## src/rtl/core/nscf_pkg.sv

```systemverilog
// Shared types, codes and constants for the NMEA sentence capture filter.
// No dependencies; every other file of the block imports this package.
`timescale 1ns / 1ps
`default_nettype none

package nscf_pkg;

  // Field widths of the request and result items
  localparam int OP_W    = 2;
  localparam int BYTE_W  = 8;
  localparam int IDX_W   = 7;
  localparam int LEN_W   = 7;
  localparam int EV_W    = 2;

  // Default line store depth in bytes
  localparam int LINE_DEPTH_DEF = 128;

  // Sentence tag length and line terminator
  localparam int                TAG_LEN = 6;
  localparam logic [BYTE_W-1:0] LF_CHAR = 8'h0A;

  // Request opcodes
  typedef enum logic [OP_W-1:0] {
    OP_RX      = 2'd0,
    OP_READ    = 2'd1,
    OP_RELEASE = 2'd2,
    OP_NOP     = 2'd3
  } op_t;

  // Line end events
  typedef enum logic [EV_W-1:0] {
    EV_NONE     = 2'd0,
    EV_STORED   = 2'd1,
    EV_DROP_TAG = 2'd2,
    EV_DROP_RMC = 2'd3
  } line_ev_t;

  // Mailbox status seen by the line assembler
  typedef struct packed {
    logic full;
    logic rmc;
  } mb_status_t;

  // Line end summary handed to the mailbox
  typedef struct packed {
    logic fin;    // a line ended on this item
    logic store;  // it goes to the mailbox
    logic rmc;    // it carries the RMC tag
  } line_end_t;

  // Line store write request
  typedef struct packed {
    logic              we;
    logic [BYTE_W-1:0] data;
  } line_wr_t;

  // "$GPGGA" by position
  function automatic logic [BYTE_W-1:0] tag_gga_char(input logic [2:0] pos);
    logic [BYTE_W-1:0] c;
    unique case (pos)
      3'd0:    c = 8'h24;  // $
      3'd1:    c = 8'h47;  // G
      3'd2:    c = 8'h50;  // P
      3'd3:    c = 8'h47;  // G
      3'd4:    c = 8'h47;  // G
      3'd5:    c = 8'h41;  // A
      default: c = 8'h00;
    endcase
    return c;
  endfunction

  // "$GPRMC" by position
  function automatic logic [BYTE_W-1:0] tag_rmc_char(input logic [2:0] pos);
    logic [BYTE_W-1:0] c;
    unique case (pos)
      3'd0:    c = 8'h24;  // $
      3'd1:    c = 8'h47;  // G
      3'd2:    c = 8'h50;  // P
      3'd3:    c = 8'h52;  // R
      3'd4:    c = 8'h4D;  // M
      3'd5:    c = 8'h43;  // C
      default: c = 8'h00;
    endcase
    return c;
  endfunction

endpackage

`default_nettype wire

```

## src/rtl/core/nscf_if.sv

```systemverilog
// Valid/ready channel interfaces for request and result items.
// Depends on nscf_pkg for field widths.
`timescale 1ns / 1ps
`default_nettype none

interface nscf_req_if import nscf_pkg::*; ();
  logic              valid;
  logic              ready;
  logic [OP_W-1:0]   opcode;
  logic [BYTE_W-1:0] rx_byte;
  logic [IDX_W-1:0]  read_index;

  modport source (output valid, opcode, rx_byte, read_index, input ready);
  modport sink   (input valid, opcode, rx_byte, read_index, output ready);
endinterface

interface nscf_rsp_if import nscf_pkg::*; ();
  logic              valid;
  logic              ready;
  logic [BYTE_W-1:0] read_byte;
  logic              message_ready;
  logic [LEN_W-1:0]  message_length;
  logic              message_is_rmc;
  logic [EV_W-1:0]   line_event;

  modport source (output valid, read_byte, message_ready, message_length,
                  message_is_rmc, line_event, input ready);
  modport sink   (input valid, read_byte, message_ready, message_length,
                  message_is_rmc, line_event, output ready);
endinterface

`default_nettype wire

```

## src/rtl/core/nmea_sentence_capture_filter.sv

```systemverilog
// NMEA sentence capture filter top level: handshake and result register.
// Depends on nscf_pkg, nscf_if, nscf_line_asm and nscf_mailbox.
`timescale 1ns / 1ps
`default_nettype none

// Takes one request item per cycle (receive byte, read mailbox byte, release
// mailbox) and returns exactly one result item for each, in the cycle after it
// is accepted; a new request is taken in every cycle while the result side
// keeps up, and also while a finished result is being taken. Received bytes
// build a line in one bank of a two-bank line memory; a line that starts
// with $GPGGA or $GPRMC becomes the mailbox by swapping banks, so no copy is
// made. Reads come from the mailbox bank through its single registered read
// port. The memory needs no clearing pass after reset: only bytes below the
// mailbox length are ever returned, and those were all written.
module nmea_sentence_capture_filter import nscf_pkg::*; #(
  parameter int LINE_DEPTH = LINE_DEPTH_DEF
) (
  input  wire logic clk,
  input  wire logic rst,
  nscf_req_if.sink  req,
  nscf_rsp_if.source rsp
);

  localparam int AW = $clog2(LINE_DEPTH);

  logic          accept;
  logic          rx_go;
  logic          rd_go;
  logic          rel_go;
  logic          rsp_valid;
  line_ev_t      ev;
  line_ev_t      ev_next;

  line_wr_t      wr;
  logic [AW-1:0] wr_addr;
  line_end_t     line_end;
  logic [AW-1:0] line_len;
  mb_status_t    mb_status;

  // Request decode; the result register frees up as it is taken
  always_comb begin
    req.ready = !rsp_valid || rsp.ready;
    accept    = req.valid && req.ready;
    rx_go     = accept && (op_t'(req.opcode) == OP_RX);
    rd_go     = accept && (op_t'(req.opcode) == OP_READ);
    rel_go    = accept && (op_t'(req.opcode) == OP_RELEASE);
  end

  nscf_line_asm #(
    .LINE_DEPTH (LINE_DEPTH),
    .AW         (AW)
  ) u_line_asm (
    .clk        (clk),
    .rst        (rst),
    .rx_go      (rx_go),
    .rx_byte    (req.rx_byte),
    .mb_status  (mb_status),
    .wr         (wr),
    .wr_addr    (wr_addr),
    .line_end   (line_end),
    .line_len   (line_len),
    .event_code (ev_next)
  );

  nscf_mailbox #(
    .LINE_DEPTH (LINE_DEPTH),
    .AW         (AW)
  ) u_mailbox (
    .clk        (clk),
    .rst        (rst),
    .wr         (wr),
    .wr_addr    (wr_addr),
    .line_end   (line_end),
    .line_len   (line_len),
    .item_go    (accept),
    .rd_go      (rd_go),
    .rd_index   (req.read_index),
    .rel_go     (rel_go),
    .mb_status  (mb_status),
    .length_out (rsp.message_length),
    .rd_byte    (rsp.read_byte)
  );

  // Result register; mailbox status registers move only on accept
  always_ff @(posedge clk) begin
    if (rst) begin
      rsp_valid <= 1'b0;
      ev        <= EV_NONE;
    end else begin
      if (accept) begin
        rsp_valid <= 1'b1;
        ev        <= ev_next;
      end else if (rsp.ready) begin
        rsp_valid <= 1'b0;
      end
    end
  end

  always_comb begin
    rsp.valid          = rsp_valid;
    rsp.message_ready  = mb_status.full;
    rsp.message_is_rmc = mb_status.rmc;
    rsp.line_event     = ev;
  end

`ifndef SYNTHESIS
  a_ev_only_rx: assert property (@(posedge clk) disable iff (rst)
    (accept && !rx_go) |=> (ev == EV_NONE))
    else $error("line event on a non-receive item");

  a_no_lost_result: assert property (@(posedge clk) disable iff (rst)
    accept |=> rsp_valid)
    else $error("accepted item produced no result");

  a_held_result: assert property (@(posedge clk) disable iff (rst)
    (rsp_valid && !rsp.ready) |=> rsp_valid && $stable(ev))
    else $error("stalled result changed");
`endif

endmodule

`default_nettype wire

```

## src/rtl/core/nscf_line_asm.sv

```systemverilog
// Line assembler: byte count, tag prefix tracking, line end decision.
// Depends on nscf_pkg; drives the write side of the mailbox banks.
`timescale 1ns / 1ps
`default_nettype none

module nscf_line_asm import nscf_pkg::*; #(
  parameter int LINE_DEPTH = LINE_DEPTH_DEF,
  parameter int AW         = $clog2(LINE_DEPTH)
) (
  input  wire logic              clk,
  input  wire logic              rst,
  input  wire logic              rx_go,     // accepted receive item
  input  wire logic [BYTE_W-1:0] rx_byte,
  input  wire mb_status_t        mb_status,
  output line_wr_t               wr,
  output logic [AW-1:0]          wr_addr,
  output line_end_t              line_end,
  output logic [AW-1:0]          line_len,
  output line_ev_t               event_code
);

  logic [AW-1:0] count;
  logic          gga_m;
  logic          rmc_m;

  logic          at_limit;
  logic          ends;
  logic          in_tag;
  logic          long_enough;
  logic          is_gga;
  logic          is_rmc;

  // Line end and tag decode
  always_comb begin
    at_limit    = (count == AW'(LINE_DEPTH - 2));
    ends        = at_limit || (rx_byte == LF_CHAR);
    in_tag      = (count < AW'(TAG_LEN));
    long_enough = !in_tag;
    is_gga      = long_enough && gga_m;
    is_rmc      = long_enough && rmc_m;

    line_end.fin   = rx_go && ends;
    line_end.store = line_end.fin && !(mb_status.full && mb_status.rmc) &&
                     (is_gga || is_rmc);
    line_end.rmc   = is_rmc;
    line_len       = count + AW'(1);

    wr.we   = rx_go;
    wr.data = ends ? LF_CHAR : rx_byte;
    wr_addr = count;

    priority if (!line_end.fin) begin
      event_code = EV_NONE;
    end else if (mb_status.full && mb_status.rmc) begin
      event_code = EV_DROP_RMC;
    end else if (is_gga || is_rmc) begin
      event_code = EV_STORED;
    end else begin
      event_code = EV_DROP_TAG;
    end
  end

  // Count and prefix match flags
  always_ff @(posedge clk) begin
    if (rst) begin
      count <= '0;
      gga_m <= 1'b1;
      rmc_m <= 1'b1;
    end else if (rx_go) begin
      if (ends) begin
        count <= '0;
        gga_m <= 1'b1;
        rmc_m <= 1'b1;
      end else begin
        count <= count + AW'(1);
        if (in_tag) begin
          if (rx_byte != tag_gga_char(count[2:0])) gga_m <= 1'b0;
          if (rx_byte != tag_rmc_char(count[2:0])) rmc_m <= 1'b0;
        end
      end
    end
  end

`ifndef SYNTHESIS
  a_count_limit: assert property (@(posedge clk) disable iff (rst)
    count <= AW'(LINE_DEPTH - 2))
    else $error("line count past limit");

  a_fin_restart: assert property (@(posedge clk) disable iff (rst)
    line_end.fin |=> (count == '0) && gga_m && rmc_m)
    else $error("line did not restart after its end");

  a_store_needs_fin: assert property (@(posedge clk) disable iff (rst)
    line_end.store |-> line_end.fin && (event_code == EV_STORED))
    else $error("mailbox store without a line end");
`endif

endmodule

`default_nettype wire

```

## src/rtl/core/nscf_mailbox.sv

```systemverilog
// Mailbox: two line banks swapped on store, length and status, byte reads.
// Depends on nscf_pkg; written by nscf_line_asm.
`timescale 1ns / 1ps
`default_nettype none

module nscf_mailbox import nscf_pkg::*; #(
  parameter int LINE_DEPTH = LINE_DEPTH_DEF,
  parameter int AW         = $clog2(LINE_DEPTH)
) (
  input  wire logic              clk,
  input  wire logic              rst,
  input  wire line_wr_t          wr,
  input  wire logic [AW-1:0]     wr_addr,
  input  wire line_end_t         line_end,
  input  wire logic [AW-1:0]     line_len,
  input  wire logic              item_go,   // accepted item of any kind
  input  wire logic              rd_go,     // accepted read item
  input  wire logic [IDX_W-1:0]  rd_index,
  input  wire logic              rel_go,    // accepted release item
  output mb_status_t             mb_status,
  output logic [LEN_W-1:0]       length_out,
  output logic [BYTE_W-1:0]      rd_byte
);

  localparam int CW = (AW > IDX_W) ? AW : IDX_W;

  // Bank wbank collects the line, the other one is the mailbox
  logic [BYTE_W-1:0] mem [0:1][0:LINE_DEPTH-1];
  logic              wbank;
  logic [AW-1:0]     length;
  logic              full;
  logic              rmc;
  logic [BYTE_W-1:0] rd_q;
  logic              rd_hit;

  logic [CW-1:0]     idx_w;
  logic [CW-1:0]     len_w;
  logic [AW-1:0]     rd_addr;

  always_comb begin
    idx_w   = CW'(rd_index);
    len_w   = CW'(length);
    rd_addr = idx_w[AW-1:0];
  end

  // Bank memory, one write and one registered read
  always_ff @(posedge clk) begin
    if (wr.we) begin
      mem[wbank][wr_addr] <= wr.data;
    end
    if (rd_go) begin
      rd_q <= mem[~wbank][rd_addr];
    end
  end

  // Mailbox state; the read hit flag follows every accepted item
  always_ff @(posedge clk) begin
    if (rst) begin
      wbank  <= 1'b0;
      length <= '0;
      full   <= 1'b0;
      rmc    <= 1'b0;
      rd_hit <= 1'b0;
    end else begin
      if (line_end.store) begin
        wbank  <= ~wbank;
        length <= line_len;
        full   <= 1'b1;
        rmc    <= line_end.rmc;
      end else if (rel_go) begin
        full   <= 1'b0;
      end
      if (item_go) begin
        rd_hit <= rd_go && (idx_w < len_w);
      end
    end
  end

  always_comb begin
    mb_status.full = full;
    mb_status.rmc  = rmc;
    length_out     = len_w[LEN_W-1:0];
    rd_byte        = rd_hit ? rd_q : '0;
  end

`ifndef SYNTHESIS
  a_store_swaps: assert property (@(posedge clk) disable iff (rst)
    line_end.store |=> full && (wbank != $past(wbank)))
    else $error("store did not swap banks");

  a_bank_steady: assert property (@(posedge clk) disable iff (rst)
    !line_end.store |=> $stable(wbank))
    else $error("bank swapped without a store");

  a_release: assert property (@(posedge clk) disable iff (rst)
    (rel_go && !line_end.store) |=> !full)
    else $error("release left the mailbox full");
`endif

endmodule

`default_nettype wire

```

## src/flat_wrapper.sv

```systemverilog
// flat-port wrapper written by rule: the top's interface ports become plain ports
module nmea_sentence_capture_filter_flat import nscf_pkg::*;
#(
  parameter int LINE_DEPTH = LINE_DEPTH_DEF
)
  (clk, rst, req_valid, req_opcode, req_rx_byte, req_read_index, req_ready, rsp_valid, rsp_read_byte, rsp_message_ready, rsp_message_length, rsp_message_is_rmc, rsp_line_event, rsp_ready);
  nscf_req_if req_i ();
  nscf_rsp_if rsp_i ();
  input  wire logic clk;
  input  wire logic rst;
  input wire logic [$bits(req_i.valid)-1:0] req_valid;
  input wire logic [$bits(req_i.opcode)-1:0] req_opcode;
  input wire logic [$bits(req_i.rx_byte)-1:0] req_rx_byte;
  input wire logic [$bits(req_i.read_index)-1:0] req_read_index;
  output wire logic [$bits(req_i.ready)-1:0] req_ready;
  output wire logic [$bits(rsp_i.valid)-1:0] rsp_valid;
  output wire logic [$bits(rsp_i.read_byte)-1:0] rsp_read_byte;
  output wire logic [$bits(rsp_i.message_ready)-1:0] rsp_message_ready;
  output wire logic [$bits(rsp_i.message_length)-1:0] rsp_message_length;
  output wire logic [$bits(rsp_i.message_is_rmc)-1:0] rsp_message_is_rmc;
  output wire logic [$bits(rsp_i.line_event)-1:0] rsp_line_event;
  input wire logic [$bits(rsp_i.ready)-1:0] rsp_ready;
  assign req_i.valid = req_valid;
  assign req_i.opcode = req_opcode;
  assign req_i.rx_byte = req_rx_byte;
  assign req_i.read_index = req_read_index;
  assign req_ready = req_i.ready;
  assign rsp_valid = rsp_i.valid;
  assign rsp_read_byte = rsp_i.read_byte;
  assign rsp_message_ready = rsp_i.message_ready;
  assign rsp_message_length = rsp_i.message_length;
  assign rsp_message_is_rmc = rsp_i.message_is_rmc;
  assign rsp_line_event = rsp_i.line_event;
  assign rsp_i.ready = rsp_ready;
  nmea_sentence_capture_filter #(.LINE_DEPTH(LINE_DEPTH)) u_core (.clk(clk), .rst(rst), .req(req_i), .rsp(rsp_i));
endmodule
```

## config.mk

```make
export PLATFORM = sky130hd
export DESIGN_NAME = nmea_sentence_capture_filter_flat
export DESIGN_NICKNAME = d
export VERILOG_FILES = /design/src/rtl/core/nscf_pkg.sv /design/src/rtl/core/nscf_if.sv /design/src/rtl/core/nmea_sentence_capture_filter.sv /design/src/rtl/core/nscf_line_asm.sv /design/src/rtl/core/nscf_mailbox.sv /design/src/flat_wrapper.sv
export SDC_FILE = /design/constraint.sdc
export NUM_CORES = 2
export LEC_CHECK = 0
export ABC_AREA = 1
export ABC_CLOCK_PERIOD_IN_PS = 11600
export BUFFER_PORTS_ARGS = -buffer_cell sky130_fd_sc_hd__buf_2
export CAP_MARGIN = 30
export CORE_UTILIZATION = 63
export DETAILED_ROUTE_END_ITERATION = 10
export GPL_TIMING_DRIVEN = 1
export PLACE_DENSITY = 0.76
export SKIP_CTS_REPAIR_TIMING = 1
export SLEW_MARGIN = 20
export SYNTH_ARGS = -nofsm -noshare
export SYNTH_HDL_FRONTEND = slang
export SYNTH_SLANG_ARGS = --single-unit
```

## constraint.sdc

```tcl
create_clock -name clk -period 11.6 [get_ports clk]
set_input_delay 2.32 -clock clk [delete_from_list [all_inputs] [get_ports clk]]
set_output_delay 2.32 -clock clk [all_outputs]
set_load 0.01 [all_outputs]
```

==> Word level (Yosys, flattened, before mapping) <==
Memory sizes are Yosys's and may differ from the RTL's.
Index checks and enable logic that the tools add are counted.
{ "word_totals": {"elab_cells": 93, "out_inout_bits": 21, "mem_count": 1, "ramBits": 2048, "input_bits": 21, "reg_bits": 31} }
{ "mem_list": {"columns": ["name", "words", "width", "read_ports", "rd_clocked_by_memory_dff", "write_ports", "line", "text"], "rows": [
  ["u_core.u_mailbox.mem", 2, 1024, 1, 0, 1, "nscf_mailbox.sv:28", "logic [BYTE_W-1:0] mem [0:1][0:LINE_DEPTH-1];"]
]} }
{ "classes": {"addsub": 1, "n_mux": 33, "reduce_logical": 28, "n_eq_ne": 11, "bitwise": 3, "n_lt_le_gt_ge": 5} }
{ "op_table": {"columns": ["operator", "count"], "rows": [
  ["$mux 1024", 1],
  ["$mux 8", 13],
  ["$bmux 8 s7", 1],
  ["$demux 8 s7", 1],
  ["$pmux 7 s6", 1],
  ["$pmux 7 s4", 1],
  ["$ge 8x8->1 const B", 2],
  ["$ne 8x8->1", 2],
  ["$not 7->8", 2],
  ["$logic_and 1x1->1", 12],
  ["$mux 1", 11],
  ["$reduce_bool 2->1", 5],
  ["$eq 8x4->1 const B", 1],
  ["$lt 8x1->1 const B", 1],
  ["$add 7x1->7 const B", 1],
  ["$eq 7x7->1 const B", 1],
  ["$lt 7x3->1 const B", 1],
  ["$lt 7x7->1", 1],
  ["$mux 7", 1],
  ["$eq 3x2->1 const B", 2],
  ["$eq 3x3->1 const B", 2],
  ["$mux 2", 3],
  ["$reduce_and 3->1", 2],
  ["$eq 3x1->1 const B", 1],
  ["other kinds (8)", 12]
]} }

==> Logic depth before layout (Yosys ltp) <==
{ "depth": {"depth_word": 11, "depth_mapped": 15, "depth_no_buf": 12} }

==> Hierarchy <==
Synthesis repeated with hierarchy kept, for this count alone.
{ "unflattened": {"cells_unflattened": 7307, "area_unflattened_um2": 85675.9} }
{ "modules_own_cells": {"columns": ["mod", "seq_area_each_um2", "area_each_um2", "instances", "cells_each"], "rows": [
  ["nscf_mailbox", 61959.4, 84522.3, 1, 7119],
  ["nscf_line_asm", 180.2, 977.2, 1, 164],
  ["nmea_sentence_capture_filter", 60.1, 176.4, 1, 24]
]} }

==> Worst setup path before layout <==
OpenSTA, ideal clock, no wires.
{ "synth_path": {"path_kind": "input to register", "from": "input req_rx_byte[1]", "to": "memory u_core.u_mailbox.mem[0][0] (netlist bit), data pin", "n_path_buf": 0, "t_required_ns": 10.207, "setup_slack_ns": 1.636, "setup_ns": 1.393, "cell_stages": 5, "t_arrival_ns": 8.571, "path_cell_list": "inv_1 > nor4_1 > nand2_1 > nand2_1 > nor2_1"} }
{ "synth_lines": {"columns": ["element", "line", "text"], "rows": [
  ["start, declared", "flat_wrapper.sv:13", "input wire logic [$bits(req_i.rx_byte)-1:0] req_rx_byte;"],
  ["end, declared", "nscf_mailbox.sv:28", null]
]} }

==> qor.csv <==
metric,value,unit
worst ir drop on vdd,0.000168,V
Final ANT Viol Nets,0,
CP max-delay cell,buf_4,
Initial Utilization,0.638,
vias in the first global route,53700,
Synth Cell Area,85400,µm²
Syn Nets,7346,
IO Pins,42,
Fin Setup TNS,0,ns
First DRT Iteration DRCs,8849,
routed len/inst,24.0,µm
worst-case reg-to-reg path depth,14,
Leakage,32.3,nW
"flops & latches, synth",2079,
Die H,370,µm
CP arrival,5.85,ns
cells after synthesis,7314,
Slew HR,0.147,
f_max,0.186,GHz
Crit Path Class,input port to flop,
RSZ-0062 raised after global routing,false,
TritonCTS buffer count,198,
Final period util,0.462,
routed vias,57200,
yosys warns,0,
CTS clock-pin slew for the worst setup and hold paths,0.06,ns
maximum buffer depth of the clock tree,3,
Post-DP HPWL,121,mm
CP max FO,75,
maxcap violations,0,
Post-Route WL,219,mm
Cell variety after synth,32,
clock root buffer,clkbuf_16,
Nets,7217,
TritonCTS clock tree,done,
Worst Hold Depth,2,
initial antenna violation count,4,
status,"complete, no violations",
final setup skew,0.0202,ns
Die W,370,µm
Buf/Inv on CP,5,
drt first pass iters,6,
Power Density,159,nW/µm²
Syn-to-layout area delta,8.23,%
Worst EP required,12.09,ns
pin count of the biggest net entering global routing,215,
Least-Margin Pin Slew,1.28,ns
"Seq/Total Area, Yosys",0.728,
Max stage delay on crit path,0.78,ns
htree depth,4,
first-pass GRT wire length,326,mm
standard-cell rows,134,
residual DRC count,0,
GRT Total Usage,0.318,
CORE AREA,134000,µm²
setup violators final,0,
die area,137000,µm²
GPL Wtd Cong,0.922,
total gr overflow,0,
fill count,9023,
startpoint class of the critical path,input port,
number of cells on the critical path,9,
fin. max-slew vios,0,
family with the most delay on the worst path,buffers and inverters,
critical path endpoint category,flop,
Port Buffers,41,
"Avg Cell Area, Syn",11.7,µm²
clk_lat worst skew,0.82,ns
via-per-instance ratio,6.28,
utilization after layout,0.690,
CP Cell Sequence,buf_2 > inv_1 > nor4_1 > nand2_1 > nand2_1 > inv_1 > nand2_4 > buf_4 > buf_4,
Fin. Hold Viols,0,
CTS sink cnt,2079,
HP Class,flop to flop,
crit path time final,5.36,ns
share of cells above drive strength 1,0.0623,
path summary, 6_finish.rpt:
kind | startpoint | endpoint | slack [ns]
hold reg to reg | u_core.rsp.line_event[1]$_SDFFE_PP0P_ | u_core.rsp.line_event[1]$_SDFFE_PP0P_ | 0.46
setup / recovery | req_rx_byte[1] | u_core.u_mailbox.mem[0][193]$_DFFE_PP_ | 6.24
hold / removal | u_core.rsp.line_event[1]$_SDFFE_PP0P_ | u_core.rsp.line_event[1]$_SDFFE_PP0P_ | 0.46
setup reg to reg | u_core.u_mailbox.wbank$_SDFFE_PP0P_ | u_core.u_mailbox.rd_q[2]$_DFFE_PP_ | 6.45
stage by stage:
step	instances	total power [mW]	setup WS [ns]	instance area (µm²)	hold WS [ns]
floorplan	7314	8.78	1.64	85400	0.413
global placement	8723	8.99	5.50	86300	0.422
detailed placement	8741	9.00	5.41	86600	0.447
CTS	9091	14.7	6.28	92300	0.457
global route	9105	15.1	6.02	92500	0.472
finish	9106	14.7	6.24	92500	0.462
logic make-up after synthesis:
kind of cell | after synthesis | share of synthesized area
AND/OR/NAND/NOR | 4600 | 0.234
flip-flops | 2079 | 0.728
buffers and inverters | 568 | 0.0329
AO/OA/AOI/OAI | 46 | 0.00290
adder cells (fa/ha/maj) | 11 | 0.00161
XOR/XNOR | 10 | 0.00103
cell usage in the layout (no fill, tap or decap), types with 15 or more instances in the layout:
cell / n
a21oi_1: 26
buf_12: 15
buf_2: 48
buf_4: 84
clkbuf_1: 54
clkbuf_16: 202
clkinv_1: 47
clkinv_2: 34
dfxtp_1: 22
edfxtp_1: 2056
inv_1: 68
nand2_1: 2243
nand3_1: 2032
nor2_1: 237
nor3_1: 41
nor3_2: 15
o21ai_0: 15
synthesized netlist by cell type (all sizes together):
| cell | instances | area [µm²] |
|---|---|---|
| nor2 | 251 | 957 |
| nor4 | 4 | 25.0 |
| xnor2 | 1 | 8.76 |
| nor3 | 58 | 312 |
| o21ai | 15 | 75.1 |
| o32ai | 1 | 8.76 |
| edfxtp | 2056 | 61700 |
| nand3 | 2032 | 10200 |
| nand2 | 2247 | 8440 |
| a31oi | 2 | 12.5 |
| nor3b | 1 | 7.51 |
| o2111ai | 1 | 8.76 |
| nand4 | 7 | 43.8 |
| clkbuf | 129 | 484 |
| clkinv | 1 | 3.75 |
| xor2 | 9 | 78.8 |
| a211oi | 1 | 12.5 |
| inv | 77 | 289 |
| dfxtp | 23 | 460 |
| buf | 361 | 2040 |
| a21oi | 26 | 130 |
| ha | 11 | 138 |
power breakdown:
part | switching [mW] | internal (mW)
clock network | 2.68 | 3.20
registers | 0.00309 | 8.26
logic | 0.473 | 0.122
worst reg2reg max path: cells and delay by family (launching register included):
kind	cells	cell delay, ns
buf+inv	4	3.10
flops	1	0.39
simple gates	10	1.53
metal layers:
metal	routed length, µm	global-route usage	up-vias
li1	-	-	25700
met1	81700	0.437	27500
met2	103000	0.492	3460
met3	24700	0.0685	546
met4	9760	0.141	2
met5	12	0	-
registers in the layout, summed over array words and instances, names as in the netlist:
| signal | count |
|---|---|
| u_core.u_mailbox.rd_hit | 1 |
| u_core.u_line_asm.gga_m | 1 |
| u_core.rsp.valid | 1 |
| u_core.u_mailbox.mem | 2048 |
| u_core.rsp.line_event | 2 |
| u_core.u_mailbox.full | 1 |
| u_core.u_mailbox.rmc | 1 |
| u_core.u_line_asm.rmc_m | 1 |
| u_core.u_mailbox.length_out | 7 |
| u_core.u_mailbox.rd_q | 8 |
| u_core.u_line_asm.wr_addr | 7 |
| u_core.u_mailbox.wbank | 1 |
cell type report:
| type | instances | area (µm²) | area share |
|---|---|---|---|
| flip-flops and latches | 2079 | 62200 | 0.673 |
| multi-input cells | 4667 | 20600 | 0.223 |
| clock buffers | 256 | 5260 | 0.0569 |
| well taps | 1768 | 2210 | 0.0239 |
| repair buffers | 161 | 1380 | 0.0149 |
| clock inverters | 94 | 513 | 0.00555 |
| inverters | 78 | 318 | 0.00344 |
| diodes | 3 | 7.51 | 0.0000812 |
No activity file was read; power rests on OpenSTA's default activity.
